## src/gacx_pkg.sv

```systemverilog
package gacx_pkg;

    // Default sizing of the gene stream
    localparam int MAX_CHROM_LEN_DEF = 1024;
    localparam int GENE_WIDTH_DEF    = 16;
    localparam int RAND_BITS_DEF     = 16;

    // Fixed field widths
    localparam int MODE_W   = 2;
    localparam int PROB_W   = 17;
    localparam int LEN_W    = 11;
    localparam int SWAPS_W  = 11;
    localparam int COUNT_W  = 32;
    localparam int ADDR_W   = 4;
    localparam int DATA_W   = 32;

    // Crossover modes
    localparam logic [MODE_W-1:0] MODE_SINGLE   = 2'd0;
    localparam logic [MODE_W-1:0] MODE_SEGMENT  = 2'd1;
    localparam logic [MODE_W-1:0] MODE_UNIFORM  = 2'd2;

    // Register indexes (byte address is four times the index)
    localparam logic [1:0] REG_MODE       = 2'd0;
    localparam logic [1:0] REG_CROSS_PROB = 2'd1;
    localparam logic [1:0] REG_SWAP_PROB  = 2'd2;
    localparam logic [1:0] REG_CHROM_LEN  = 2'd3;

    // Register reset values
    localparam logic [MODE_W-1:0] MODE_RST       = MODE_SINGLE;
    localparam logic [PROB_W-1:0] CROSS_PROB_RST = 17'd58982;
    localparam logic [PROB_W-1:0] SWAP_PROB_RST  = 17'd32768;
    localparam logic [LEN_W-1:0]  CHROM_LEN_RST  = 11'd64;

    // Swap counter limit per pair
    localparam logic [SWAPS_W-1:0] SWAPS_LIMIT = {SWAPS_W{1'b1}};

    typedef struct packed {
        logic [MODE_W-1:0] mode;
        logic [PROB_W-1:0] cross_prob;
        logic [PROB_W-1:0] swap_prob;
        logic [LEN_W-1:0]  chrom_length;
    } t_cfg;

endpackage

```

## src/gacx_regs.sv

```systemverilog
module gacx_regs (
    input  logic                        i_clk,
    input  logic                        i_rst_n,
    input  logic                        psel,
    input  logic                        penable,
    input  logic                        pwrite,
    input  logic [gacx_pkg::ADDR_W-1:0] paddr,
    input  logic [gacx_pkg::DATA_W-1:0] pwdata,
    output logic [gacx_pkg::DATA_W-1:0] prdata,
    output logic                        pready,
    output gacx_pkg::t_cfg              o_cfg
);
    import gacx_pkg::*;

    t_cfg       r_cfg;
    logic       w_wr;
    logic [1:0] w_index;

    assign w_index = paddr[3:2];
    assign w_wr    = psel && penable && pwrite;
    assign pready  = 1'b1;
    assign o_cfg   = r_cfg;

    // Write a register in the access phase of a write request
    always_ff @(posedge i_clk) begin
        if (!i_rst_n) begin
            r_cfg.mode         <= MODE_RST;
            r_cfg.cross_prob   <= CROSS_PROB_RST;
            r_cfg.swap_prob    <= SWAP_PROB_RST;
            r_cfg.chrom_length <= CHROM_LEN_RST;
        end else if (w_wr) begin
            unique case (w_index)
                REG_MODE:       r_cfg.mode         <= pwdata[MODE_W-1:0];
                REG_CROSS_PROB: r_cfg.cross_prob   <= pwdata[PROB_W-1:0];
                REG_SWAP_PROB:  r_cfg.swap_prob    <= pwdata[PROB_W-1:0];
                REG_CHROM_LEN:  r_cfg.chrom_length <= pwdata[LEN_W-1:0];
            endcase
        end
    end

    // Return the addressed register on a read request
    always_comb begin
        prdata = '0;
        unique case (w_index)
            REG_MODE:       prdata[MODE_W-1:0] = r_cfg.mode;
            REG_CROSS_PROB: prdata[PROB_W-1:0] = r_cfg.cross_prob;
            REG_SWAP_PROB:  prdata[PROB_W-1:0] = r_cfg.swap_prob;
            REG_CHROM_LEN:  prdata[LEN_W-1:0]  = r_cfg.chrom_length;
        endcase
    end

endmodule

```

## src/ga_chromosome_crossover.sv

```systemverilog
// Crossover of one parent pair, streamed one gene position per request. Each
// accepted request gives exactly one result, through the input register and
// then the result register, and a new request is taken in every cycle while
// the block does not stall: the per-position state (position counters, cut
// points, swap count) updates in one step as an item leaves the input
// register, and the cut points come from one small multiplier each at pair or
// segment start. The block stalls only when its result register is full and
// held by the consumer. Configure mode, probabilities and chromosome length
// through the register port while no item is in flight.
module ga_chromosome_crossover #(
    parameter int MAX_CHROM_LEN = gacx_pkg::MAX_CHROM_LEN_DEF,
    parameter int GENE_WIDTH    = gacx_pkg::GENE_WIDTH_DEF,
    parameter int RAND_BITS     = gacx_pkg::RAND_BITS_DEF
) (
    input  logic                         i_clk,
    input  logic                         i_rst_n,
    // register port
    input  logic                         psel,
    input  logic                         penable,
    input  logic                         pwrite,
    input  logic [gacx_pkg::ADDR_W-1:0]  paddr,
    input  logic [gacx_pkg::DATA_W-1:0]  pwdata,
    output logic [gacx_pkg::DATA_W-1:0]  prdata,
    output logic                         pready,
    // gene input
    input  logic                         i_valid,
    output logic                         o_stall,
    input  logic [GENE_WIDTH-1:0]        i_gene_a,
    input  logic [GENE_WIDTH-1:0]        i_gene_b,
    input  logic                         i_last_gene,
    input  logic                         i_segment_first,
    input  logic [gacx_pkg::LEN_W-1:0]   i_segment_length,
    input  logic [RAND_BITS-1:0]         i_rand_pair,
    input  logic [RAND_BITS-1:0]         i_rand_site,
    input  logic [RAND_BITS-1:0]         i_rand_gene,
    // offspring output
    output logic                         o_valid,
    input  logic                         i_stall,
    output logic [GENE_WIDTH-1:0]        o_child_a,
    output logic [GENE_WIDTH-1:0]        o_child_b,
    output logic                         o_swapped,
    output logic                         o_last_out,
    output logic                         o_pair_crossed,
    output logic                         o_pair_changed,
    output logic [gacx_pkg::COUNT_W-1:0] o_cross_count
);
    import gacx_pkg::*;

    localparam int POS_W  = $clog2(2 * MAX_CHROM_LEN);
    localparam int CMP_W  = (POS_W > LEN_W) ? POS_W : LEN_W;
    localparam int PCMP_W = (RAND_BITS > PROB_W) ? RAND_BITS : PROB_W;
    localparam int PROD_W = RAND_BITS + LEN_W;
    localparam logic [POS_W-1:0] POS_LIMIT = POS_W'(2 * MAX_CHROM_LEN - 1);

    t_cfg w_cfg;

    gacx_regs u_regs (
        .i_clk   (i_clk),
        .i_rst_n (i_rst_n),
        .psel    (psel),
        .penable (penable),
        .pwrite  (pwrite),
        .paddr   (paddr),
        .pwdata  (pwdata),
        .prdata  (prdata),
        .pready  (pready),
        .o_cfg   (w_cfg)
    );

    // Input register
    logic                  r_s1_valid;
    logic [GENE_WIDTH-1:0] r_s1_gene_a;
    logic [GENE_WIDTH-1:0] r_s1_gene_b;
    logic                  r_s1_last;
    logic                  r_s1_seg_first;
    logic [LEN_W-1:0]      r_s1_seg_len;
    logic [RAND_BITS-1:0]  r_s1_rand_pair;
    logic [RAND_BITS-1:0]  r_s1_rand_site;
    logic [RAND_BITS-1:0]  r_s1_rand_gene;

    // Pair state
    logic                  r_at_pair_start;
    logic                  r_crossing;
    logic [POS_W-1:0]      r_position;
    logic [LEN_W-1:0]      r_cut_point;
    logic [POS_W-1:0]      r_segment_position;
    logic [LEN_W-1:0]      r_segment_cut;
    logic [SWAPS_W-1:0]    r_pair_swaps;
    logic [COUNT_W-1:0]    r_cross_total;

    // Result register
    logic                  r_out_valid;
    logic [GENE_WIDTH-1:0] r_child_a;
    logic [GENE_WIDTH-1:0] r_child_b;
    logic                  r_swapped;
    logic                  r_last_out;
    logic                  r_pair_crossed;
    logic                  r_pair_changed;

    logic w_out_free;
    logic w_advance;
    logic w_accept;

    // Advance when the result register is empty or being taken
    assign w_out_free = !r_out_valid || !i_stall;
    assign w_advance  = r_s1_valid && w_out_free;
    assign o_stall    = r_s1_valid && !w_out_free;
    assign w_accept   = i_valid && !o_stall;

    always_ff @(posedge i_clk) begin
        if (!i_rst_n) begin
            r_s1_valid <= 1'b0;
        end else if (w_accept) begin
            r_s1_valid <= 1'b1;
        end else if (w_advance) begin
            r_s1_valid <= 1'b0;
        end
    end

    // Capture an accepted request
    always_ff @(posedge i_clk) begin
        if (w_accept) begin
            r_s1_gene_a    <= i_gene_a;
            r_s1_gene_b    <= i_gene_b;
            r_s1_last      <= i_last_gene;
            r_s1_seg_first <= i_segment_first;
            r_s1_seg_len   <= i_segment_length;
            r_s1_rand_pair <= i_rand_pair;
            r_s1_rand_site <= i_rand_site;
            r_s1_rand_gene <= i_rand_gene;
        end
    end

    // Scale the site fraction to cut points
    logic [PROD_W-1:0] w_prod_chrom;
    logic [PROD_W-1:0] w_prod_seg;

    assign w_prod_chrom = {{LEN_W{1'b0}}, r_s1_rand_site} *
                          {{RAND_BITS{1'b0}}, w_cfg.chrom_length};
    assign w_prod_seg   = {{LEN_W{1'b0}}, r_s1_rand_site} *
                          {{RAND_BITS{1'b0}}, r_s1_seg_len};

    // Decide the swap and the next pair state
    logic                  w_crossing;
    logic [POS_W-1:0]      w_pos;
    logic [LEN_W-1:0]      w_cut;
    logic [POS_W-1:0]      w_seg_pos;
    logic [LEN_W-1:0]      w_seg_cut;
    logic [SWAPS_W-1:0]    w_swaps_cur;
    logic [SWAPS_W-1:0]    w_swaps;
    logic                  w_swap;
    logic                  w_changed;
    logic                  w_count_end;
    logic [SWAPS_W-1:0]    w_count_inc;
    logic [COUNT_W:0]      w_total_sum;
    logic [COUNT_W-1:0]    w_total;
    logic [POS_W-1:0]      n_position;
    logic [POS_W-1:0]      n_segment_position;

    always_comb begin
        w_crossing  = r_at_pair_start
                    ? (PCMP_W'(r_s1_rand_pair) < PCMP_W'(w_cfg.cross_prob))
                    : r_crossing;
        w_pos       = r_at_pair_start ? '0 : r_position;
        w_cut       = r_at_pair_start ? w_prod_chrom[PROD_W-1:RAND_BITS] : r_cut_point;
        w_seg_pos   = (r_at_pair_start || r_s1_seg_first) ? '0 : r_segment_position;
        if (r_s1_seg_first) begin
            w_seg_cut = w_prod_seg[PROD_W-1:RAND_BITS];
        end else begin
            w_seg_cut = r_at_pair_start ? '0 : r_segment_cut;
        end
        w_swaps_cur = r_at_pair_start ? '0 : r_pair_swaps;

        w_swap = 1'b0;
        if (w_crossing) begin
            unique case (w_cfg.mode)
                MODE_SINGLE:  w_swap = CMP_W'(w_pos) >= CMP_W'(w_cut);
                MODE_SEGMENT: w_swap = CMP_W'(w_seg_pos) >= CMP_W'(w_seg_cut);
                MODE_UNIFORM: w_swap = (PCMP_W'(r_s1_rand_gene) <= PCMP_W'(w_cfg.swap_prob))
                                    && (r_s1_gene_a != r_s1_gene_b);
                default:      w_swap = 1'b0;
            endcase
        end

        w_swaps = w_swaps_cur;
        if (w_cfg.mode == MODE_UNIFORM && w_swap && w_swaps_cur != SWAPS_LIMIT) begin
            w_swaps = w_swaps_cur + 1'b1;
        end

        // Count once per crossing pair, or by the swaps at a uniform pair end
        w_count_end = (w_cfg.mode == MODE_UNIFORM) && r_s1_last;
        w_changed   = w_count_end && (w_swaps != '0);
        if (w_count_end) begin
            w_count_inc = w_swaps;
        end else if (r_at_pair_start && w_crossing &&
                     (w_cfg.mode == MODE_SINGLE || w_cfg.mode == MODE_SEGMENT)) begin
            w_count_inc = SWAPS_W'(1);
        end else begin
            w_count_inc = '0;
        end
        w_total_sum = {1'b0, r_cross_total} + (COUNT_W + 1)'(w_count_inc);
        w_total     = w_total_sum[COUNT_W] ? {COUNT_W{1'b1}} : w_total_sum[COUNT_W-1:0];

        // Advance the position counters unless the pair ends here
        if (r_s1_last) begin
            n_position         = w_pos;
            n_segment_position = w_seg_pos;
        end else begin
            n_position         = (w_pos >= POS_LIMIT) ? POS_LIMIT : w_pos + 1'b1;
            n_segment_position = (w_seg_pos >= POS_LIMIT) ? POS_LIMIT : w_seg_pos + 1'b1;
        end
    end

    // Update the pair state as an item leaves the input register
    always_ff @(posedge i_clk) begin
        if (!i_rst_n) begin
            r_at_pair_start    <= 1'b1;
            r_crossing         <= 1'b0;
            r_position         <= '0;
            r_cut_point        <= '0;
            r_segment_position <= '0;
            r_segment_cut      <= '0;
            r_pair_swaps       <= '0;
            r_cross_total      <= '0;
        end else if (w_advance) begin
            r_at_pair_start    <= r_s1_last;
            r_crossing         <= w_crossing;
            r_position         <= n_position;
            r_cut_point        <= w_cut;
            r_segment_position <= n_segment_position;
            r_segment_cut      <= w_seg_cut;
            r_pair_swaps       <= w_swaps;
            r_cross_total      <= w_total;
        end
    end

    // Hold the result until it is taken
    always_ff @(posedge i_clk) begin
        if (!i_rst_n) begin
            r_out_valid <= 1'b0;
        end else if (w_advance) begin
            r_out_valid <= 1'b1;
        end else if (!i_stall) begin
            r_out_valid <= 1'b0;
        end
    end

    always_ff @(posedge i_clk) begin
        if (w_advance) begin
            r_child_a      <= w_swap ? r_s1_gene_b : r_s1_gene_a;
            r_child_b      <= w_swap ? r_s1_gene_a : r_s1_gene_b;
            r_swapped      <= w_swap;
            r_last_out     <= r_s1_last;
            r_pair_crossed <= w_crossing;
            r_pair_changed <= w_changed;
        end
    end

    assign o_valid        = r_out_valid;
    assign o_child_a      = r_child_a;
    assign o_child_b      = r_child_b;
    assign o_swapped      = r_swapped;
    assign o_last_out     = r_last_out;
    assign o_pair_crossed = r_pair_crossed;
    assign o_pair_changed = r_pair_changed;
    assign o_cross_count  = r_cross_total;

endmodule

```

## config.mk

```make
export PLATFORM = sky130hd
export DESIGN_NAME = ga_chromosome_crossover
export DESIGN_NICKNAME = d
export VERILOG_FILES = /design/src/gacx_pkg.sv /design/src/gacx_regs.sv /design/src/ga_chromosome_crossover.sv
export SDC_FILE = /design/constraint.sdc
export NUM_CORES = 1
export LEC_CHECK = 0
export BUFFER_PORTS_ARGS = -buffer_cell sky130_fd_sc_hd__buf_2
export CORE_ASPECT_RATIO = 0.7
export CORE_MARGIN = 2
export CORE_UTILIZATION = 30
export CTS_CLUSTER_DIAMETER = 40
export DETAILED_ROUTE_END_ITERATION = 16
export SYNTH_ARGS = -nofsm -noshare
export SYNTH_HDL_FRONTEND = slang
export SYNTH_SLANG_ARGS = --single-unit
```

## constraint.sdc

```tcl
create_clock -name i_clk -period 8.1 [get_ports i_clk]
set_clock_uncertainty 0.15 [all_clocks]
set_input_delay 0.81 -clock i_clk [delete_from_list [all_inputs] [get_ports i_clk]]
set_output_delay 0.81 -clock i_clk [all_outputs]
set_load 0.02 [all_outputs]
```

==> summary.md <==
| Metric | Value |
|---|---|
| WL/cell | `16.5 um` |
| Via/cell ratio | `4.70` |
| Minimum period implied by the final worst setup slack | `around 7900 ps` |
| Maximum clock frequency | `~130 MHz` |
| EDFF count, synth | `129` |
| Dpl hpwl | `46,100 um` |
| Layout Area Growth over Synthesis | `20.1%` |
| Post-cts hold buffer count | `0` |
| Count of input and output buffers | `just over 200` |
| Maximum capacitance violations | `0` |
| Synthesized area divided by synthesized cell count | `9.43 um2` |
| Maximum level of the CTS H-tree | `2` |
| Worst Setup End Kind | `flip-flop` |
| Peak VDD IR | `0.206 mV` |
| Type of origin of the critical path | `flip-flop` |
| Die Outline Area | `approximately 80,000 um2` |
| Slew Viols, Final | `0` |
| Clock Pin Slew Worst Setup and Hold Paths | `~60 ps` |
| Total GRT Usage | `15.5%` |
| Kind of critical path | `reg2reg` |
| Clock root buffer master | `clkbuf_16` |
| Clock tree from TritonCTS | `built` |
| Crit Reg-Reg Startpoint | `r_s1_rand_site[3]` |
| Reg2Reg Capture Point | `o_child_a[15]` |
| Final setup violation count | `0` |
| Share of final-layout standard cells stronger than drive strength 1 | `18.0%` |
| Async S/R FF share, synth | `0%` |
| RePlAce Congestion | `0.842` |
| Summed instance area of the synthesized netlist | `23,400 um2` |
| Final standard cell area without fillers | `28,100 um2` |
| Critical path data required time | `8290 ps` |
| Net total in the final layout | `3,290` |
| Core area | `77,000 um2` |
| Cell type of the slowest stage on the worst timing path | `fa_1` |
| Wire length of the first global-routing pass | `99,000 um` |
| Met2 wire length | `26,000 um` |
| Number of detailed-route iterations in the first pass | `7` |
| Total power | `approximately 6.1 mW` |
| Detailed-route wire length on metal 1 | `around 32,000 um` |
| Uppermost signal routing layer after detailed routing | `met5` |
| Startpoint of the most critical setup path | `r_s1_rand_site[3]` |
| CP Max Fanout | `8` |
| Worst hold slack after final layout | `227 ps` |
| Setup crit end | `o_child_a[15]` |
| Leading cell types in the layout, fill and taps excluded | `366 x nand2_1, 351 x inv_1, 248 x fa_1` |
| PD cells | `216 nW/um2` |
| Metal3 WL | `3430 um` |
| Number of placed I/O pins | `239` |
| Post-synthesis cell type count | `approximately 80` |
| Largest net degree at the start of global routing | `between 70 and 80` |
| Measured slew at the worst slew-check pin | `about 1100 ps` |
| Die Span Y | `238 um` |
| Total global routing overflow | `0` |
| Largest buffer count on any clock path | `3` |
| TritonCTS buffer count | `55` |
| Number of cell rows | `85` |
| Number of nets with antenna violations after routing | `0` |
| Share of the clock period used by the worst path after layout | `97.3%` |
| Most frequent standard cell in the layout excluding fill and tap cells | `nand2_1` |
| Gate count of the mapped netlist | `2,480` |
| Number of synthesis warnings | `0` |
| Slowest cell delay on critical path | `570 ps` |
| FF-to-FF setup slack | `220 ps` |
| Data arrival time of the critical path | `about 8100 ps` |
| Detailed router's first-iteration violation count | `1,230` |
| Register bit count reported by yosys | `about 270` |
| Number of antenna violations at the first check in global routing | `3` |
| Total placed instance area | `25,900 um2` |
| Most common cell on crit path | `fa_1` |
| Via count of the first global-routing pass | `17,843` |
| Seq/Total Area, Yosys | `about 28%` |
| Min-delay src | `i_rand_gene[11]` |
| LEAKAGE | `around 13 nW` |
| Run status | `complete, no violations` |
| Initial core utilization | `30.4%` |
| Primary flip-flop cell chosen by synthesis mapping | `dfxtp_1` |
| DRC | `0` |
| Finished Core Util | `between 30% and 40%` |
| Die X | `338 um` |
| Clk_lat worst skew | `610 ps` |
| Worst hold path type | `in2reg` |
| Total number of clock tree sinks | `about 270` |
| Worst relative slew slack | `27.5%` |
| Total Wirelength | `62,600 um` |
| Vias | `roughly 18,000` |
| Count of final hold-check violations | `0` |
| Worst reg-to-reg path cell count | `30` |
through the flow:
stage | setup TNS (ps) | cells | worst slack (ps)
floorplan | 0 | 2494 | 344
global placement | 0 | 3680 | 128
detailed placement | 0 | 3680 | 85.8
CTS | 0 | 3783 | 52.4
global route | -855 | 3800 | -38.1
finish | 0 | 3800 | 222
cells in the mapped netlist (35+ instances only):
master | number | share of area (%)
nand2_1 | 366 | 5.9
inv_1 | 352 | 5.6
fa_1 | 249 | 21
ha_1 | 196 | 10
and2_1 | 160 | 4.3
dfxtp_1 | 138 | 12
a21oi_1 | 137 | 2.9
edfxtp_1 | 129 | 17
clkbuf_1 | 105 | 1.7
nor2_1 | 79 | 1.3
o21ai_0 | 58 | 1.2
xnor2_1 | 58 | 2.2
mux2_2 | 36 | 1.7
nand3_1 | 36 | 0.77
nor2b_1 | 35 | 0.94
worst min path at each step:
stage                                    end  slack (ps)  cells after the start
after floorplan              r_cut_point[10]         280                      2
after global placement      r_segment_cut[0]         290                      2
after detailed placement     r_cut_point[10]         290                      2
after CTS                     r_s1_gene_b[2]         190                      1
after global routing      r_s1_rand_gene[11]         200                      1
final                     r_s1_rand_gene[11]         230                      1
power by group:
part	switching (mW)	internal [mW]
combinational	1.24	0.964
clock	0.856	1.46
sequential	0.0543	1.50
total	2.15	3.92
flip-flops by register name, summed over array words and instances (netlist names), 11 cells and up:
register            count
o_child_a              16
o_child_b              16
o_cross_count          32
r_cut_point            11
r_pair_swaps           11
r_position             11
r_s1_gene_a            16
r_s1_gene_b            16
r_s1_rand_gene         16
r_s1_rand_pair         16
r_s1_rand_site         16
r_s1_seg_len           11
r_segment_cut          11
r_segment_position     11
u_regs.o_cfg           47
metal layers:
layer  track usage [%]  vias up
met5                 0        -
met4              4.18        4
met1              23.5     8744
li1                  -     8591
met3              2.44       92
met2              22.8      433
final cells by class:
cell class,instances,area [um2]
fill,7811,48900
sequential,267,6650
tap,1044,1310
inverter,353,1330
timing repair buffer,300,1900
clock buffer,59,1420
multi-input combinational,1732,15000
antenna,1,2.50
clock inverter,44,485
critical path, delay by kind of cell, from the launching register on:
family | cells | cell delay (ps)
compound gates | 10 | 1770
fa+ha+maj | 7 | 3050
buf+inv | 6 | 890
flops | 1 | 420
mux | 1 | 330
simple gates | 6 | 1040
what timing repair did:
| action | in CTS | in global routing |
|---|---|---|
| setup buffers | 0 | 12 |
| resized for setup | 0 | 36 |
| setup endpoints to repair | 0 | 33 |
cells by family after synthesis:
kind of cell               share of synthesized area (%)
DFF                                                 28.4
adders and majority gates                           31.8
other                                             0.0321
muxes                                               2.55
buffers and inverters                               8.28
AOI/OAI and AO/OA                                   9.88
xor gates and xnor gates                            2.62
and+or+nand+nor                                     16.5
No activity file was read; power rests on OpenSTA's default activity.
